`src/bilinear_map_lookup_top_defines.svh`:
```
// assertion macros shared by the lookup rtl
`ifndef BILINEAR_MAP_LOOKUP_TOP_DEFINES_SVH
`define BILINEAR_MAP_LOOKUP_TOP_DEFINES_SVH

// same-cycle implication, checked out of reset
`define BML_ASSERT_NOW(lbl, ante, cons, msg) \
    lbl: assert property (@(posedge i_clk) disable iff (!i_rst_n) (ante) |-> (cons)) \
        else $error(msg);

// next-cycle implication, checked out of reset
`define BML_ASSERT_NXT(lbl, ante, cons, msg) \
    lbl: assert property (@(posedge i_clk) disable iff (!i_rst_n) (ante) |=> (cons)) \
        else $error(msg);

`endif

```
`src/bml_pkg.sv`:
```
package bml_pkg;

    // map geometry and number formats
    localparam int ROWS        = 16;
    localparam int COLS        = 16;
    localparam int DATA_WIDTH  = 16;
    localparam int FRAC_BITS   = 12;
    localparam int AXIS_LEN    = ROWS;
    localparam int AXIS_W      = 16;
    localparam int CELL_W      = 4;
    localparam int FRAC_W      = FRAC_BITS + 1;
    localparam int FRAC_STEPS  = FRAC_BITS + 1;
    localparam int STEPS_PER   = 2;
    localparam int DIV_STAGES  = (FRAC_STEPS + STEPS_PER - 1) / STEPS_PER;
    localparam int BANK_DEPTH  = (ROWS / 2) * (COLS / 2);
    localparam int BANK_AW     = $clog2(BANK_DEPTH);
    localparam int PROD_W      = DATA_WIDTH + FRAC_W;
    localparam int BLEND_W     = PROD_W;
    localparam int ACC_W       = BLEND_W + FRAC_W;
    localparam logic [FRAC_W-1:0] ONE_FRAC = FRAC_W'(1) << FRAC_BITS;

    typedef enum logic [1:0] {
        FUNC_WR_X   = 2'd0,
        FUNC_WR_Y   = 2'd1,
        FUNC_WR_TBL = 2'd2,
        FUNC_LOOKUP = 2'd3
    } t_func;

    typedef struct packed {
        t_func       func;
        logic [7:0]  entry_index;
        logic [15:0] write_value;
        logic [15:0] x_value;
        logic [15:0] y_value;
    } t_in_word;

    typedef struct packed {
        logic [15:0] interp_value;
        logic [3:0]  row_cell;
        logic [3:0]  col_cell;
        logic        x_clamped;
        logic        y_clamped;
    } t_out_word;

    // write request toward one store
    typedef struct packed {
        logic        en;
        logic [7:0]  idx;
        logic [15:0] data;
    } t_wr_port;

    // cell and fraction found on one axis
    typedef struct packed {
        logic [CELL_W-1:0] cell_idx;
        logic [FRAC_W-1:0] frac;
        logic              clamped;
    } t_axis_res;

    // per-item flags carried through the divider
    typedef struct packed {
        logic              below;
        logic              nonpos;
        logic              big;
        logic [CELL_W-1:0] cell_idx;
    } t_div_tag;

endpackage

```
`src/bml_axis.sv`:
```
`include "bilinear_map_lookup_top_defines.svh"

module bml_axis (
    input  logic                i_clk,
    input  logic                i_rst_n,
    input  logic                i_en,
    input  logic                i_valid,
    input  logic [15:0]         i_value,
    input  bml_pkg::t_wr_port   i_wr,
    output logic                o_valid,
    output bml_pkg::t_axis_res  o_res,
    output logic                o_busy
);
    import bml_pkg::*;

    localparam int NCMP = AXIS_LEN - 1;

    // breakpoints: flops for the compare, two memories for the cell bounds
    logic [AXIS_W-1:0] r_axis [AXIS_LEN];
    logic [AXIS_W-1:0] r_lo_mem [AXIS_LEN];
    logic [AXIS_W-1:0] r_hi_mem [AXIS_LEN];

    logic [CELL_W-1:0] wr_pos;
    logic              wr_hit;
    assign wr_pos = i_wr.idx[CELL_W-1:0];
    assign wr_hit = i_wr.en && (i_wr.idx < 8'(AXIS_LEN));

    always_ff @(posedge i_clk) begin
        if (wr_hit) begin
            r_axis[wr_pos]   <= i_wr.data;
            r_lo_mem[wr_pos] <= i_wr.data;
            if (wr_pos != '0) begin
                r_hi_mem[wr_pos - 1'b1] <= i_wr.data;
            end
        end
    end

    // stage a1: compare against every breakpoint but the last
    logic [NCMP-1:0]   n_ge;
    logic [NCMP-1:0]   r_ge;
    logic [AXIS_W-1:0] r_v1;
    logic              r_vld1;

    always_comb begin
        for (int i = 0; i < NCMP; i++) begin
            n_ge[i] = i_value >= r_axis[i];
        end
    end

    always_ff @(posedge i_clk) begin
        if (i_en) begin
            r_ge <= n_ge;
            r_v1 <= i_value;
        end
    end

    // stage a2: last breakpoint reached, read cell bounds
    logic [CELL_W-1:0] n_cell;
    logic [CELL_W-1:0] r_cell2;
    logic [AXIS_W-1:0] r_v2;
    logic [AXIS_W-1:0] r_lo2;
    logic [AXIS_W-1:0] r_hi2;
    logic              r_vld2;

    always_comb begin
        n_cell = '0;
        for (int i = 0; i < NCMP; i++) begin
            if (r_ge[i]) begin
                n_cell = CELL_W'(i);
            end
        end
    end

    always_ff @(posedge i_clk) begin
        if (i_en) begin
            r_cell2 <= n_cell;
            r_v2    <= r_v1;
            r_lo2   <= r_lo_mem[n_cell];
            r_hi2   <= r_hi_mem[n_cell];
        end
    end

    // stage a3: offset, gap and range flags
    logic              r_dv  [DIV_STAGES+1];
    logic [16:0]       r_rem [DIV_STAGES+1];
    logic [FRAC_W-1:0] r_q   [DIV_STAGES+1];
    logic [15:0]       r_gap [DIV_STAGES+1];
    t_div_tag          r_tag [DIV_STAGES+1];

    logic [15:0] n_d;
    logic [15:0] n_gap;
    assign n_d   = r_v2 - r_lo2;
    assign n_gap = r_hi2 - r_lo2;

    always_ff @(posedge i_clk) begin
        if (i_en) begin
            r_rem[0]          <= {1'b0, n_d};
            r_q[0]            <= '0;
            r_gap[0]          <= n_gap;
            r_tag[0].below    <= r_v2 < r_lo2;
            r_tag[0].nonpos   <= r_hi2 <= r_lo2;
            r_tag[0].big      <= {1'b0, n_d} >= {n_gap, 1'b0};
            r_tag[0].cell_idx <= r_cell2;
        end
    end

    // restoring divider, two quotient bits per stage
    for (genvar k = 0; k < DIV_STAGES; k++) begin : g_div
        logic [16:0]       c_rem;
        logic [FRAC_W-1:0] c_q;

        always_comb begin
            logic [16:0]       rem;
            logic [FRAC_W-1:0] q;
            logic              qb;
            rem = r_rem[k];
            q   = r_q[k];
            qb  = 1'b0;
            for (int s = 0; s < STEPS_PER; s++) begin
                if (k * STEPS_PER + s < FRAC_STEPS) begin
                    qb = rem >= {1'b0, r_gap[k]};
                    if (qb) begin
                        rem = rem - {1'b0, r_gap[k]};
                    end
                    rem = {rem[15:0], 1'b0};
                    q   = {q[FRAC_W-2:0], qb};
                end
            end
            c_rem = rem;
            c_q   = q;
        end

        always_ff @(posedge i_clk) begin
            if (i_en) begin
                r_rem[k+1] <= c_rem;
                r_q[k+1]   <= c_q;
                r_gap[k+1] <= r_gap[k];
                r_tag[k+1] <= r_tag[k];
            end
        end

        always_ff @(posedge i_clk) begin
            if (!i_rst_n) begin
                r_dv[k+1] <= 1'b0;
            end else if (i_en) begin
                r_dv[k+1] <= r_dv[k];
            end
        end
    end

    // final stage: clamp the fraction
    t_div_tag          last_tag;
    logic [FRAC_W-1:0] last_q;
    logic              over;
    t_axis_res         n_res;
    t_axis_res         r_res;
    logic              r_vld_out;

    assign last_tag = r_tag[DIV_STAGES];
    assign last_q   = r_q[DIV_STAGES];
    assign over     = last_tag.big || (last_q > ONE_FRAC);

    always_comb begin
        n_res.cell_idx = last_tag.cell_idx;
        if (last_tag.below) begin
            n_res.frac    = '0;
            n_res.clamped = 1'b1;
        end else if (last_tag.nonpos) begin
            n_res.frac    = '0;
            n_res.clamped = 1'b0;
        end else if (over) begin
            n_res.frac    = ONE_FRAC;
            n_res.clamped = 1'b1;
        end else begin
            n_res.frac    = last_q;
            n_res.clamped = 1'b0;
        end
    end

    always_ff @(posedge i_clk) begin
        if (i_en) begin
            r_res <= n_res;
        end
    end

    // valid bits of the front stages and the output stage
    always_ff @(posedge i_clk) begin
        if (!i_rst_n) begin
            r_vld1    <= 1'b0;
            r_vld2    <= 1'b0;
            r_dv[0]   <= 1'b0;
            r_vld_out <= 1'b0;
        end else if (i_en) begin
            r_vld1    <= i_valid;
            r_vld2    <= r_vld1;
            r_dv[0]   <= r_vld2;
            r_vld_out <= r_dv[DIV_STAGES];
        end
    end

    logic div_busy;
    always_comb begin
        div_busy = 1'b0;
        for (int k = 0; k <= DIV_STAGES; k++) begin
            div_busy = div_busy | r_dv[k];
        end
    end

    assign o_valid = r_vld_out;
    assign o_res   = r_res;
    assign o_busy  = r_vld1 | r_vld2 | div_busy | r_vld_out;

    `BML_ASSERT_NOW(a_clamp_frac, r_vld_out && r_res.clamped, (r_res.frac == '0) || (r_res.frac == ONE_FRAC), "clamped fraction not at an end")
    `BML_ASSERT_NOW(a_frac_range, r_vld_out, r_res.frac <= ONE_FRAC, "fraction above one")
    `BML_ASSERT_NOW(a_cell_range, r_vld_out, r_res.cell_idx <= CELL_W'(AXIS_LEN - 2), "cell past second-to-last breakpoint")

endmodule

```
`config.mk`:
```
export PLATFORM = sky130hd
export DESIGN_NAME = bml_axis
export DESIGN_NICKNAME = d
export VERILOG_FILES = /design/src/bml_pkg.sv /design/src/bml_axis.sv
export VERILOG_INCLUDE_DIRS = /design/src /design/src/src
export SDC_FILE = /design/constraint.sdc
export NUM_CORES = 2
export LEC_CHECK = 0
export BUFFER_PORTS_ARGS = -buffer_cell sky130_fd_sc_hd__buf_2
export CORE_UTILIZATION = 53
export CTS_CLUSTER_SIZE = 14
export DETAILED_ROUTE_END_ITERATION = 8
export PLACE_DENSITY = 0.66
export SLEW_MARGIN = 5
export SYNTH_ARGS = -nofsm -noshare
export SYNTH_HDL_FRONTEND = slang
export SYNTH_SLANG_ARGS = --single-unit
```
`constraint.sdc`:
```
create_clock -name i_clk -period 6.45 [get_ports i_clk]
set_input_delay 0.9675 -clock i_clk [delete_from_list [all_inputs] [get_ports i_clk]]
set_output_delay 0.9675 -clock i_clk [all_outputs]
set_load 0.05 [all_outputs]
```
==> qor.txt <==
Post-CTS Setup Inserts - 0
Finished Layout Cells - 5644
number of flops mapped to enable cells by yosys - 923
Peak VDD IR - 0.352 mV
Clk Tree Root Cell - clkbuf_16
final worst path period need - 5880 ps
Final Hold Viols - 0
wire length of the first global-routing pass - 177000 um
Multi-input gate area - 0.0205 mm^2
CP max FO - 17
met3 wire length - 5130 um
number of I/O port buffers - 64
fraction of layout cells with a size suffix above 1 - 10.2%
clock sinks - 926
grt ovf - 0
Avg Inst Size Synth - 12.0 um^2
met2 WL - 55100 um
async set-reset flop share out of synthesis - 0%
CTS Buffer Depth - 3
first-pass iteration count of the detailed router - 5
Placed Cells - 5463
Mapped Nets - 4705
unrepaired setup endpoints after global routing - no
I/O pin count - 65
Yosys warnings - 0
DRC - 0
static leakage - 22.2 nW
Initial Util - 53.6%
Setup violations, final - 0
Filler cells - 7582
Worst Skew - 33.9 ps
DR top layer - met4
crit path kind - reg2reg
vias - 32.2k
placed cell area - 0.0522 mm^2
CTS tree - done
vias per cell - 5.71
initial antenna violation count - 2
most common cell after layout, fill and taps aside - edfxtp_1
Crit path required time - 6860 ps
CP Data Arrival Time - 6290 ps
Slew HR - 34.7%
CTS H-tree depth - 3
gr usage total - 24.1%
synth top area cells - edfxtp_1, ha_1, inv_1
die height - 309 um
most frequent cells in the layout - edfxtp_1, ha_1, inv_1, nand2_1, a21oi_1
Cell variety after synth - 84
Fmax - 0.170 GHz
flops & latches, synth - 926
CP Launch Type - register
Seq. cell area - 0.0278 mm^2
PD cells - 468 mW/mm^2
register area share after synthesis - 55.5%
final net count - 4837
WL met1 - 51000 um
Post-Synthesis Cell Area - 0.0501 mm^2
Core Footprint - 0.0935 mm^2
number of max-cap violations - 0
largest net degree at the start of global routing - 164
Final GP Congestion - 0.897
Post-Place Worst Slack - 511 ps
Setup WS post-layout - 575 ps
Iter 0 DRT Violations - 2702
clock slew at reported path FFs - 70 ps
Cells after Synth - 4178
Synth top area share - 55.3%
later-pin clock latency in the skew report - 700 ps
Worst Hold Class - reg2reg
Top FF cell, synth - edfxtp_1
Tcrit/Tclk final - 91.1%
Synth-to-Final Area Change - 10.9%
vias in the first global route - 31.3k
area leader, netlist - edfxtp_1
num rows - 112
Slew Viols, Final - 0
Fin Setup TNS - 0 ps
routed length per instance - 20.3 um
Num CTS Buffers - 99
die area - 0.0957 mm^2
Setup crit end kind - register
Final Cell Area - 0.0555 mm^2
post-route ant nets - 0
DRT Wirelength - 114000 um
Worst-Margin Slew - 977 ps
Die W - 309 um
HPWL Detailed - 81000 um
status - finished clean
## cell families after synthesis
family,synth area share [%]
and+or+nand+nor,8.96
DFF,55.5
AOI/OAI and AO/OA,12.0
buffers and inverters,3.89
adders and majority gates,12.2
muxes,4.49
xor gates and xnor gates,2.99
## final timing paths
kind / to / cells after the start / from / slack (ps)
max: r_rem[6][9] / 20 / r_gap[5][1] / 570
min: r_tag[1][22] / 0 / r_tag[1][15] / 410
max reg2reg: r_rem[6][9] / 20 / r_gap[5][1] / 570
min reg2reg: r_tag[1][22] / 0 / r_tag[1][15] / 410
## cells in the mapped netlist (all sizes together) (45+ instances only)
cell type	n
o21a	53
edfxtp	923
o21ai	147
nand2b	45
inv	416
ha	473
a21oi	236
nand2	366
xnor2	122
nand4	67
a31oi	86
clkbuf	74
nor3	74
xor2	49
a21o	106
o211ai	47
mux2	128
mux2i	78
nor2	205
nand3	74
## through the flow
stage               hold WS (ps)  power [mW]  utilization, %
floorplan                    400        17.8               -
global placement             401        20.1            55.8
detailed placement           405        20.2            55.8
CTS                          414        26.1            59.4
global route                 419        27.7            59.4
finish                       410        26.0            59.4
## routing by layer
layer / vias to the layer above / GRT usage, %
li1: 15800 / -
met1: 15500 / 32.7
met2: 739 / 40.5
met3: 160 / 2.99
met4: 0 / 7.41
met5: - / 0
## final cells by class
type | count | area share, %
Sequential cell | 926 | 50.0
Multi-Input combinational cell | 2741 | 36.9
Clock buffer | 121 | 4.67
Tap cell | 1254 | 2.83
Inverter | 417 | 2.82
Timing Repair Buffer | 125 | 1.46
Clock inverter | 58 | 1.32
Antenna cell | 2 | 0.00902
## critical path: stages (launching register included)
cell      delay (ps)
edfxtp_1         420
inv_1            140
ha_1             260
nor2b_1          140
o31a_1           290
o41a_1           390
o41ai_4          360
a21oi_1          170
o21ai_2          190
nand2_2          140
mux2_2           350
ha_1             320
and3_1           220
o21ai_1          160
a311oi_1         170
a211oi_2         310
nor3_1           120
o31a_1           300
o21ai_0          310
nand4_4          400
mux2_4           420
## repair_timing
action,in CTS,in global routing
hold buffers,0,0
resized for setup,0,1
endpoints found under the setup margin,0,14
## flip-flops by register name, indices dropped and copies added, names as in the netlist
signal / count
r_lo2: 16
r_dv: 8
r_cell2: 4
r_lo_mem: 160
r_hi2: 16
o_valid: 1
r_vld2: 1
r_ge: 14
r_vld1: 1
o_res: 18
r_gap: 112
r_tag: 56
r_rem: 112
r_v1: 16
r_hi_mem: 240
r_v2: 16
r_axis: 80
r_q: 55
## power by group
part	switching, mW	total [mW]	internal [mW]
clock	2.39	5.78	3.39
sequential	0.344	8.17	7.82
combinational	6.31	12.1	5.75
total	9.04	26.0	17.0
No activity file was read; power rests on OpenSTA's default activity.
